File: src/rtl/ztd_pkg.sv
// Shared constants, register codes and types of the zero crossing tone detector.
package ztd_pkg;

   // Sample path sizing.
   localparam int SAMPLE_BITS   = 10;
   localparam int WINDOW_DEPTH  = 64;
   localparam int POS_BITS      = $clog2(WINDOW_DEPTH);
   localparam int SUM_BITS      = SAMPLE_BITS + $clog2(WINDOW_DEPTH);
   localparam int CENTERED_BITS = SAMPLE_BITS + 1;

   // Period and count sizing.
   localparam int PERIOD_BITS = 16;
   localparam logic [PERIOD_BITS-1:0] PERIOD_SAT = '1;
   localparam int COUNT_BITS = 5;
   localparam int TIME_BITS  = 32;

   // Register port sizing.
   localparam int CSR_DATA_BITS  = 32;
   localparam int CSR_INDEX_BITS = 3;

   // Register values after reset.
   localparam logic [PERIOD_BITS-1:0] PERIOD_MIN_RESET   = PERIOD_BITS'(7);
   localparam logic [PERIOD_BITS-1:0] PERIOD_MAX_RESET   = PERIOD_BITS'(9);
   localparam logic [COUNT_BITS-1:0]  COUNT_TARGET_RESET = COUNT_BITS'(5);
   localparam logic [COUNT_BITS-1:0]  COUNT_LIMIT_RESET  = COUNT_BITS'(20);
   localparam logic [TIME_BITS-1:0]   HOLDOFF_RESET      = TIME_BITS'(1000);

   // Register indexes.
   typedef enum logic [CSR_INDEX_BITS-1:0] {
      CSR_PERIOD_MIN   = 3'd0,
      CSR_PERIOD_MAX   = 3'd1,
      CSR_COUNT_TARGET = 3'd2,
      CSR_COUNT_LIMIT  = 3'd3,
      CSR_HOLDOFF_TIME = 3'd4
   } csr_index_type;

   // Configuration as seen by the detection stage.
   typedef struct packed {
      logic [PERIOD_BITS-1:0] period_min;
      logic [PERIOD_BITS-1:0] period_max;
      logic [COUNT_BITS-1:0]  count_target;
      logic [COUNT_BITS-1:0]  count_limit;
      logic [TIME_BITS-1:0]   holdoff_time;
   } ztd_cfg_type;

   // One result beat.
   typedef struct packed {
      logic signed [CENTERED_BITS-1:0] centered;
      logic                            crossing;
      logic [PERIOD_BITS-1:0]          period;
      logic [COUNT_BITS-1:0]           valid_count;
      logic                            detected;
   } ztd_result_type;

endpackage

File: src/rtl/ztd_ram.sv
// Generic single write port RAM with one registered read port.
module ztd_ram #(
   parameter int WIDTH = 8,
   parameter int DEPTH = 16
) (
   input  logic                     clock,
   input  logic                     wr_en,
   input  logic [$clog2(DEPTH)-1:0] wr_addr,
   input  logic [WIDTH-1:0]         wr_data,
   input  logic [$clog2(DEPTH)-1:0] rd_addr,
   output logic [WIDTH-1:0]         rd_data
);

   logic [WIDTH-1:0] mem_ff [DEPTH];
   logic [WIDTH-1:0] rd_data_ff;

   // Write and registered read.
   always_ff @(posedge clock) begin
      if (wr_en) begin
         mem_ff[wr_addr] <= wr_data;
      end
      rd_data_ff <= mem_ff[rd_addr];
   end

   assign rd_data = rd_data_ff;

endmodule

File: src/rtl/ztd_detect.sv
// Crossing detection, period measurement and valid period counting stage.
module ztd_detect (
   input  logic                                     clock,
   input  logic                                     reset,
   input  logic                                     advance,
   input  logic signed [ztd_pkg::CENTERED_BITS-1:0] centered,
   input  logic [ztd_pkg::TIME_BITS-1:0]            timestamp,
   input  ztd_pkg::ztd_cfg_type                     cfg,
   output ztd_pkg::ztd_result_type                  result
);

   import ztd_pkg::*;

   logic signed [CENTERED_BITS-1:0] prev_centered_ff;
   logic [PERIOD_BITS-1:0]          since_ff, since_in, since_inc;
   logic [COUNT_BITS-1:0]           good_ff, good_in, good_clamped;
   logic [TIME_BITS-1:0]            last_hit_ff, last_hit_in, deadline;
   logic [COUNT_BITS:0]             count_up;
   logic                            crossing, in_window, reach, expired, detected;
   logic [PERIOD_BITS-1:0]          period;

   // Saturating sample count since the previous rising crossing.
   assign since_inc = (since_ff == PERIOD_SAT) ? since_ff : since_ff + 1'b1;

   // Rising crossing: previous value below zero, current above zero.
   assign crossing = (prev_centered_ff < 0) && (centered > 0);

   assign in_window = (since_inc >= cfg.period_min) && (since_inc <= cfg.period_max);

   // Raised count is compared to the target before it is clamped.
   assign count_up     = {1'b0, good_ff} + 1'b1;
   assign reach        = (count_up == {1'b0, cfg.count_target});
   assign good_clamped = (count_up > {1'b0, cfg.count_limit}) ?
                         cfg.count_limit : count_up[COUNT_BITS-1:0];

   // Holdoff deadline wraps modulo the timer width.
   assign deadline = last_hit_ff + cfg.holdoff_time;
   assign expired  = timestamp > deadline;

   // Next state of the counters and the outputs of this beat.
   always_comb begin
      since_in    = since_inc;
      good_in     = good_ff;
      last_hit_in = last_hit_ff;
      period      = '0;
      detected    = 1'b0;
      if (crossing) begin
         period   = since_inc;
         since_in = '0;
         if (in_window) begin
            good_in = good_clamped;
            if (reach) begin
               detected    = expired;
               last_hit_in = timestamp;
            end
         end else if (good_ff != '0) begin
            good_in = good_ff - 1'b1;
         end
      end
   end

   always_ff @(posedge clock) begin
      if (reset) begin
         prev_centered_ff <= '0;
         since_ff         <= '0;
         good_ff          <= '0;
         last_hit_ff      <= '0;
      end else if (advance) begin
         prev_centered_ff <= centered;
         since_ff         <= since_in;
         good_ff          <= good_in;
         last_hit_ff      <= last_hit_in;
      end
   end

   assign result.centered    = centered;
   assign result.crossing    = crossing;
   assign result.period      = period;
   assign result.valid_count = good_in;
   assign result.detected    = detected;

endmodule

File: src/rtl/zero_crossing_tone_detector_unit.sv
// Top level of the zero crossing tone detector: window mean, stage registers and result register.
//
// The block takes one sample beat per clock cycle unless the result side stalls, and returns
// exactly one result beat for each, in order. A result beat passes through the first stage
// register and then the result register before it is offered. The first stage updates the
// 64-sample running sum from a ring held in a RAM with a registered read port, whose entry for
// the next position is read ahead; the second stage finds rising crossings, measures the period
// and updates the valid period count and the time of the last target hit. Ring entries not yet
// written since reset read as zero through one occupancy flag per entry, so no clearing pass is
// needed and samples are accepted as soon as reset is released. Registers may be written only
// while no beat is in flight.
module zero_crossing_tone_detector_unit (
   input  logic                                     clock,
   input  logic                                     reset,
   input  logic                                     req_valid,
   output logic                                     req_ready,
   input  logic [ztd_pkg::SAMPLE_BITS-1:0]          req_sample,
   input  logic [ztd_pkg::TIME_BITS-1:0]            req_timestamp,
   output logic                                     rsp_valid,
   input  logic                                     rsp_ready,
   output logic signed [ztd_pkg::CENTERED_BITS-1:0] rsp_centered,
   output logic                                     rsp_crossing,
   output logic [ztd_pkg::PERIOD_BITS-1:0]          rsp_period,
   output logic [ztd_pkg::COUNT_BITS-1:0]           rsp_valid_count,
   output logic                                     rsp_detected,
   input  logic                                     csr_write,
   input  logic [ztd_pkg::CSR_INDEX_BITS-1:0]       csr_index,
   input  logic [ztd_pkg::CSR_DATA_BITS-1:0]        csr_data
);

   import ztd_pkg::*;

   ztd_cfg_type cfg_ff;

   logic                    req_accept, out_advance, s1_advance;
   logic [POS_BITS-1:0]     pos_ff, pos_in, pos_inc;
   logic [WINDOW_DEPTH-1:0] filled_ff;
   logic [SUM_BITS-1:0]     sum_ff, sum_in;
   logic [SAMPLE_BITS-1:0]  ram_rd_data, old_sample, mean;
   logic signed [CENTERED_BITS-1:0] centered;

   logic                            s1_valid_ff;
   logic signed [CENTERED_BITS-1:0] s1_centered_ff;
   logic [TIME_BITS-1:0]            s1_timestamp_ff;

   ztd_result_type detect_result;
   logic           rsp_valid_ff;
   ztd_result_type rsp_result_ff;

   // Handshake: each stage moves when the one after it is empty or moving.
   assign out_advance = !rsp_valid_ff || rsp_ready;
   assign s1_advance  = s1_valid_ff && out_advance;
   assign req_ready   = !s1_valid_ff || out_advance;
   assign req_accept  = req_valid && req_ready;

   // Configuration registers.
   always_ff @(posedge clock) begin
      if (reset) begin
         cfg_ff.period_min   <= PERIOD_MIN_RESET;
         cfg_ff.period_max   <= PERIOD_MAX_RESET;
         cfg_ff.count_target <= COUNT_TARGET_RESET;
         cfg_ff.count_limit  <= COUNT_LIMIT_RESET;
         cfg_ff.holdoff_time <= HOLDOFF_RESET;
      end else if (csr_write) begin
         unique case (csr_index)
            CSR_PERIOD_MIN:   cfg_ff.period_min   <= csr_data[PERIOD_BITS-1:0];
            CSR_PERIOD_MAX:   cfg_ff.period_max   <= csr_data[PERIOD_BITS-1:0];
            CSR_COUNT_TARGET: cfg_ff.count_target <= csr_data[COUNT_BITS-1:0];
            CSR_COUNT_LIMIT:  cfg_ff.count_limit  <= csr_data[COUNT_BITS-1:0];
            CSR_HOLDOFF_TIME: cfg_ff.holdoff_time <= csr_data[TIME_BITS-1:0];
            default: begin
            end
         endcase
      end
   end

   // Ring position; the RAM is read at the next position so its data is ready in time.
   assign pos_inc = (pos_ff == POS_BITS'(WINDOW_DEPTH - 1)) ? '0 : pos_ff + 1'b1;

   always_comb begin
      if (reset) begin
         pos_in = '0;
      end else if (req_accept) begin
         pos_in = pos_inc;
      end else begin
         pos_in = pos_ff;
      end
   end

   ztd_ram #(
      .WIDTH (SAMPLE_BITS),
      .DEPTH (WINDOW_DEPTH)
   ) u_window (
      .clock   (clock),
      .wr_en   (req_accept),
      .wr_addr (pos_ff),
      .wr_data (req_sample),
      .rd_addr (pos_in),
      .rd_data (ram_rd_data)
   );

   // An entry never written since reset counts as zero.
   assign old_sample = filled_ff[pos_ff] ? ram_rd_data : '0;

   // Running sum and mean-removed sample.
   assign sum_in   = sum_ff - SUM_BITS'(old_sample) + SUM_BITS'(req_sample);
   assign mean     = SAMPLE_BITS'(sum_in / WINDOW_DEPTH);
   assign centered = $signed({1'b0, req_sample}) - $signed({1'b0, mean});

   always_ff @(posedge clock) begin
      pos_ff <= pos_in;
      if (reset) begin
         filled_ff <= '0;
         sum_ff    <= '0;
      end else if (req_accept) begin
         filled_ff[pos_ff] <= 1'b1;
         sum_ff            <= sum_in;
      end
   end

   // First stage register.
   always_ff @(posedge clock) begin
      if (reset) begin
         s1_valid_ff <= 1'b0;
      end else if (req_accept) begin
         s1_valid_ff <= 1'b1;
      end else if (s1_advance) begin
         s1_valid_ff <= 1'b0;
      end
      if (req_accept) begin
         s1_centered_ff  <= centered;
         s1_timestamp_ff <= req_timestamp;
      end
   end

   ztd_detect u_detect (
      .clock     (clock),
      .reset     (reset),
      .advance   (s1_advance),
      .centered  (s1_centered_ff),
      .timestamp (s1_timestamp_ff),
      .cfg       (cfg_ff),
      .result    (detect_result)
   );

   // Result register.
   always_ff @(posedge clock) begin
      if (reset) begin
         rsp_valid_ff <= 1'b0;
      end else if (s1_advance) begin
         rsp_valid_ff <= 1'b1;
      end else if (rsp_ready) begin
         rsp_valid_ff <= 1'b0;
      end
      if (s1_advance) begin
         rsp_result_ff <= detect_result;
      end
   end

   assign rsp_valid       = rsp_valid_ff;
   assign rsp_centered    = rsp_result_ff.centered;
   assign rsp_crossing    = rsp_result_ff.crossing;
   assign rsp_period      = rsp_result_ff.period;
   assign rsp_valid_count = rsp_result_ff.valid_count;
   assign rsp_detected    = rsp_result_ff.detected;

endmodule

File: config.mk
export PLATFORM = sky130hd
export DESIGN_NAME = zero_crossing_tone_detector_unit
export DESIGN_NICKNAME = d
export VERILOG_FILES = /design/src/rtl/ztd_pkg.sv /design/src/rtl/ztd_ram.sv /design/src/rtl/ztd_detect.sv /design/src/rtl/zero_crossing_tone_detector_unit.sv
export SDC_FILE = /design/constraint.sdc
export NUM_CORES = 2
export LEC_CHECK = 0
export ABC_AREA = 1
export ABC_CLOCK_PERIOD_IN_PS = 9300
export BUFFER_PORTS_ARGS = -buffer_cell sky130_fd_sc_hd__buf_2
export CAP_MARGIN = 20
export CORE_MARGIN = 5
export CORE_UTILIZATION = 64
export DETAILED_ROUTE_END_ITERATION = 10
export PLACE_DENSITY = 0.81
export SLEW_MARGIN = 0
export SYNTH_ARGS = -nofsm -noshare
export SYNTH_HDL_FRONTEND = slang
export SYNTH_SLANG_ARGS = --single-unit
File: constraint.sdc
create_clock -name clock -period 9.3 [get_ports clock]
set_input_delay 0.93 -clock clock [delete_from_list [all_inputs] [get_ports clock]]
set_output_delay 0.93 -clock clock [all_outputs]
set_load 0.005 [all_outputs]
==> flow_summary.toml <==
[logic_synthesis]
syn-num-nets = 5057
post_synth_inst_count = 4838
synth.distinct_cells = 49
seq_area_frac_synth_pct = 58.4
synth_top_area_cell = "sky130_fd_sc_hd__edfxtp_1"
synthDominantCellAreaShare_pct = 48.3
synth-edff-count = 717
synth.yosys.warnings = 0
synth_area_leaders = "sky130_fd_sc_hd__edfxtp_1, sky130_fd_sc_hd__dfxtp_1, sky130_fd_sc_hd__nand3_1"
synth-seq-cells = 943
ys_async_sr_fraction_pct = 0
postSynth.topFlopCell = "sky130_fd_sc_hd__edfxtp_1"
area_of_the_mapped_netlist_mm2 = 0.0446
post_synth.cell_area_avg_um2 = 9.22

[floorplan]
core.rowCount = 96
placeable_core_area_mm2 = 0.0688
dieArea_mm2 = 0.0751
die-height_um = 274
die_x_extent_um = 274
top_level_ports = 118
start_util_pct = 64.8

[final_layout]
synthToLayoutAreaGrowth_pct = 10.6
drive_above_1_share_pct = 7.34
layout.filler_cells = 4903
nets = 5149

[clocking]
cts_buffers = 95
cts.root.buffer_cell = "sky130_fd_sc_hd__clkbuf_16"
cts_tree = "done"
clock_input_transition_at_the_sequential_cells_of_the_worst_setup_and_hold_paths_ns = 0.06
postCtsResizedCells = 0
htree_levels = 3
post_cts.repair.setup_buffers = 0
worst_skew_pair.late_latency_ns = 0.67
cts_hold_buffers = 0
clk_path_buf_depth = 3
clock_sinks = 943

[timing]
setup_total_negative_slack_ns = 0
finClkSkew_ns = 0.0320
hold_slack_ns = 0.446
layout_min_cycle_time_ns = 6.28
worst_slew_pin_slew_ns = 1.17
setup_viol = 0
rsz_0062_raised_after_global_routing = "no"
timing.max_slew.rel_slack_pct = 22.0
period_share_pct = 67.5
timing.fmax_mhz = 159
timing_hold_violations_final = 0
report.final.slew_viol_count = 0

[drt]
routedWlPerCell_um = 19.8
wirelength_met1_um = 44700
first_iter_violations = 4004
top_layer_used = "met4"
viasPerCell = 5.75
antenna_left = 0
routed_wl_um = 118000
detailroute.wirelength.met3_um = 11100
detailroute.via_count = 34211
drt_drc_violations_left = 0
dr_wl_met2_um = 56200
drt-pass1-iter-count = 6

[power]
switchingPower_mw = 2.70
switching_fraction_pct = 26.9
peakVddDrop_uv = 177
p_clk_share_pct = 38.4
internal-power_mw = 7.35
p_comb_share_pct = 14.6
post_route_total_power_mw = 10.0
power.static_leakage_nw = 21.4
power-per-cell-area_mw_per_mm2 = 204
power_frac_seq_pct = 47.0

[setup_path]
critPathKind = "flip-flop to flip-flop"
timing.critical_path.required_ns = 9.71
worst_setup_path_start_kind = "flip-flop"
worstPathMaxFanout = 10
cp-startpoint = "pos_ff[0]"
worst_path_largest_cell_delay_ns = 0.57
cp_top_family = "simple AND/OR/NAND/NOR gates"
crit_arrival_ns = 6.69
critPathBufInv = 5
regToRegStartpoint = "pos_ff[0]"
critical_path_capture_point_type = "flip-flop"
crit_path_frequent_cell = "sky130_fd_sc_hd__nand3_1"
cp_slowest_cell = "sky130_fd_sc_hd__dfxtp_1"

[placement]
io_buffers = 117
place.gp.congestion = 0.943
dp_hpwl_um = 72300

[global_routing]
grt_start_max_net_pins = 200
number_of_antenna_violations_at_the_first_check_in_global_routing = 1
track_usage_pct = 30.9
grt_pass1_vias = 33094
global_route_wire_length_before_repair_um = 182000
sum_of_overflow_across_all_layers_after_global_routing = 0

[status]
run_status = "complete, no violations"

[min_path]
holdCritStartpoint = "s1_centered_ff[6]"
hp-class = "flip-flop to flip-flop"

[run]
max-cap-violations = 0
[path summary, 6_finish.rpt]
kind	end	slack [ns]	cells past startpoint
hold reg to reg	rsp_centered[6]	0.45	0
hold / removal	rsp_centered[6]	0.45	0
setup / recovery	s1_centered_ff[7]	3.02	28
setup reg to reg	s1_centered_ff[7]	3.02	28
[power by group through the flow]
stage / Combinational, mW / Sequential, mW / Clock (mW)
after floorplan: 1.01 / 4.79 / 0
after global placement: 1.38 / 4.81 / 0
after detailed placement: 1.42 / 4.81 / 0
after CTS: 1.44 / 4.72 / 3.88
after global routing: 1.65 / 4.73 / 4.06
final: 1.46 / 4.72 / 3.86
[stage by stage]
stage	instances	util [%]	cell area [µm²]	setup slack [ns]
2_1_floorplan	4838	-	44600	4.76
3_3_place_gp	5727	66.5	45800	3.24
3_5_place_dp	5745	66.8	46000	3.22
4_1_cts	5924	71.4	49100	3.14
5_1_grt	5943	71.7	49300	2.73
6_report	5946	71.7	49300	3.02
[registers in the layout, indices dropped and copies added (netlist names), 5 cells and up]
signal and count:
filled_ff 64, u_detect.good_ff 5, s1_timestamp_ff 32, s1_centered_ff 11
u_detect.last_hit_ff 32, rsp_centered 11, u_detect.since_ff 16, pos_ff 6
rsp_valid_count 5, rsp_period 16, cfg_ff 74, u_window.mem_ff 640
sum_ff 16, u_window.rd_data 10
[final cells by class]
class | instances | area (µm²) | share of cell area (%)
repair buffers | 199 | 1320 | 2.67
well taps | 931 | 1160 | 2.36
diodes | 3 | 7.51 | 0.0152
multi-input cells | 2853 | 14500 | 29.3
clock buffers | 125 | 2670 | 5.42
inverters | 838 | 3150 | 6.39
flip-flops and latches | 943 | 26100 | 52.8
clock inverters | 54 | 493 | 0.999
[layer usage]
layer,global-route usage (%),up-vias
met3,4.81,321
li1,-,16021
met2,51.6,1880
met5,0,-
met4,14.6,0
met1,40.0,15989
[cell usage after synthesis, types with 4 or more instances]
cell	instances
sky130_fd_sc_hd__nand2_1	949
sky130_fd_sc_hd__fa_1	12
sky130_fd_sc_hd__o221ai_1	4
sky130_fd_sc_hd__a22oi_1	12
sky130_fd_sc_hd__clkbuf_1	90
sky130_fd_sc_hd__inv_2	5
sky130_fd_sc_hd__xor2_1	39
sky130_fd_sc_hd__nor2_1	439
sky130_fd_sc_hd__ha_1	125
sky130_fd_sc_hd__a21o_1	4
sky130_fd_sc_hd__dfxtp_1	226
sky130_fd_sc_hd__nand3_2	4
sky130_fd_sc_hd__edfxtp_1	717
sky130_fd_sc_hd__a31oi_1	8
sky130_fd_sc_hd__o21a_1	6
sky130_fd_sc_hd__buf_2	90
sky130_fd_sc_hd__xnor2_1	23
sky130_fd_sc_hd__o21bai_1	4
sky130_fd_sc_hd__a211oi_1	5
sky130_fd_sc_hd__a21oi_1	151
sky130_fd_sc_hd__buf_1	11
sky130_fd_sc_hd__inv_1	831
sky130_fd_sc_hd__nor3_1	18
sky130_fd_sc_hd__o2bb2ai_1	4
sky130_fd_sc_hd__o21ai_0	128
sky130_fd_sc_hd__nand3_1	745
sky130_fd_sc_hd__nand4_1	27
sky130_fd_sc_hd__o211ai_1	10
sky130_fd_sc_hd__buf_6	10
sky130_fd_sc_hd__nand3b_1	102
sky130_fd_sc_hd__nor2_2	4
[cells by family (layout without fill, tap and decap cells)]
logic type | count (synthesis) | in the layout | share of synthesized area (%)
compound gates | 350 | 350 | 4.33
xor+xnor | 62 | 62 | 1.22
fa+ha+maj | 137 | 137 | 4.05
buf+inv | 1042 | 1216 | 9.22
flops | 943 | 943 | 58.4
other cells | 0 | 3 | 0
simple gates | 2304 | 2304 | 22.8
[layout by cell type, fill, tap and decap left out, drive strengths merged, types with 4 or more instances in the layout]
cell type,synthesis,layout
nor4,4,4
clkinv,2,43
fa,12,12
a31oi,8,8
nor3,18,18
o211ai,10,10
nand3b,102,102
o221ai,4,4
a21oi,152,152
bufinv,0,7
o21a,6,6
a21o,4,4
clkbuf,90,129
a22oi,12,12
nor2,445,445
o2bb2ai,4,4
inv,836,840
ha,125,125
dfxtp,226,226
edfxtp,717,717
o21bai,4,4
and2,4,4
buf,114,195
nand2,951,951
o21ai,130,130
xnor2,23,23
a211oi,5,5
nand4,27,27
nand3,749,749
xor2,39,39
[worst register-to-register path, delay by kind of cell (launching register included)]
| kind | cells | cell delay, ns |
|---|---|---|
| compound gates | 4 | 0.71 |
| simple gates | 15 | 2.31 |
| xor+xnor | 1 | 0.30 |
| flops | 1 | 0.57 |
| buf+inv | 5 | 0.80 |
| fa+ha+maj | 3 | 1.35 |
No activity file was read; power rests on OpenSTA's default activity.
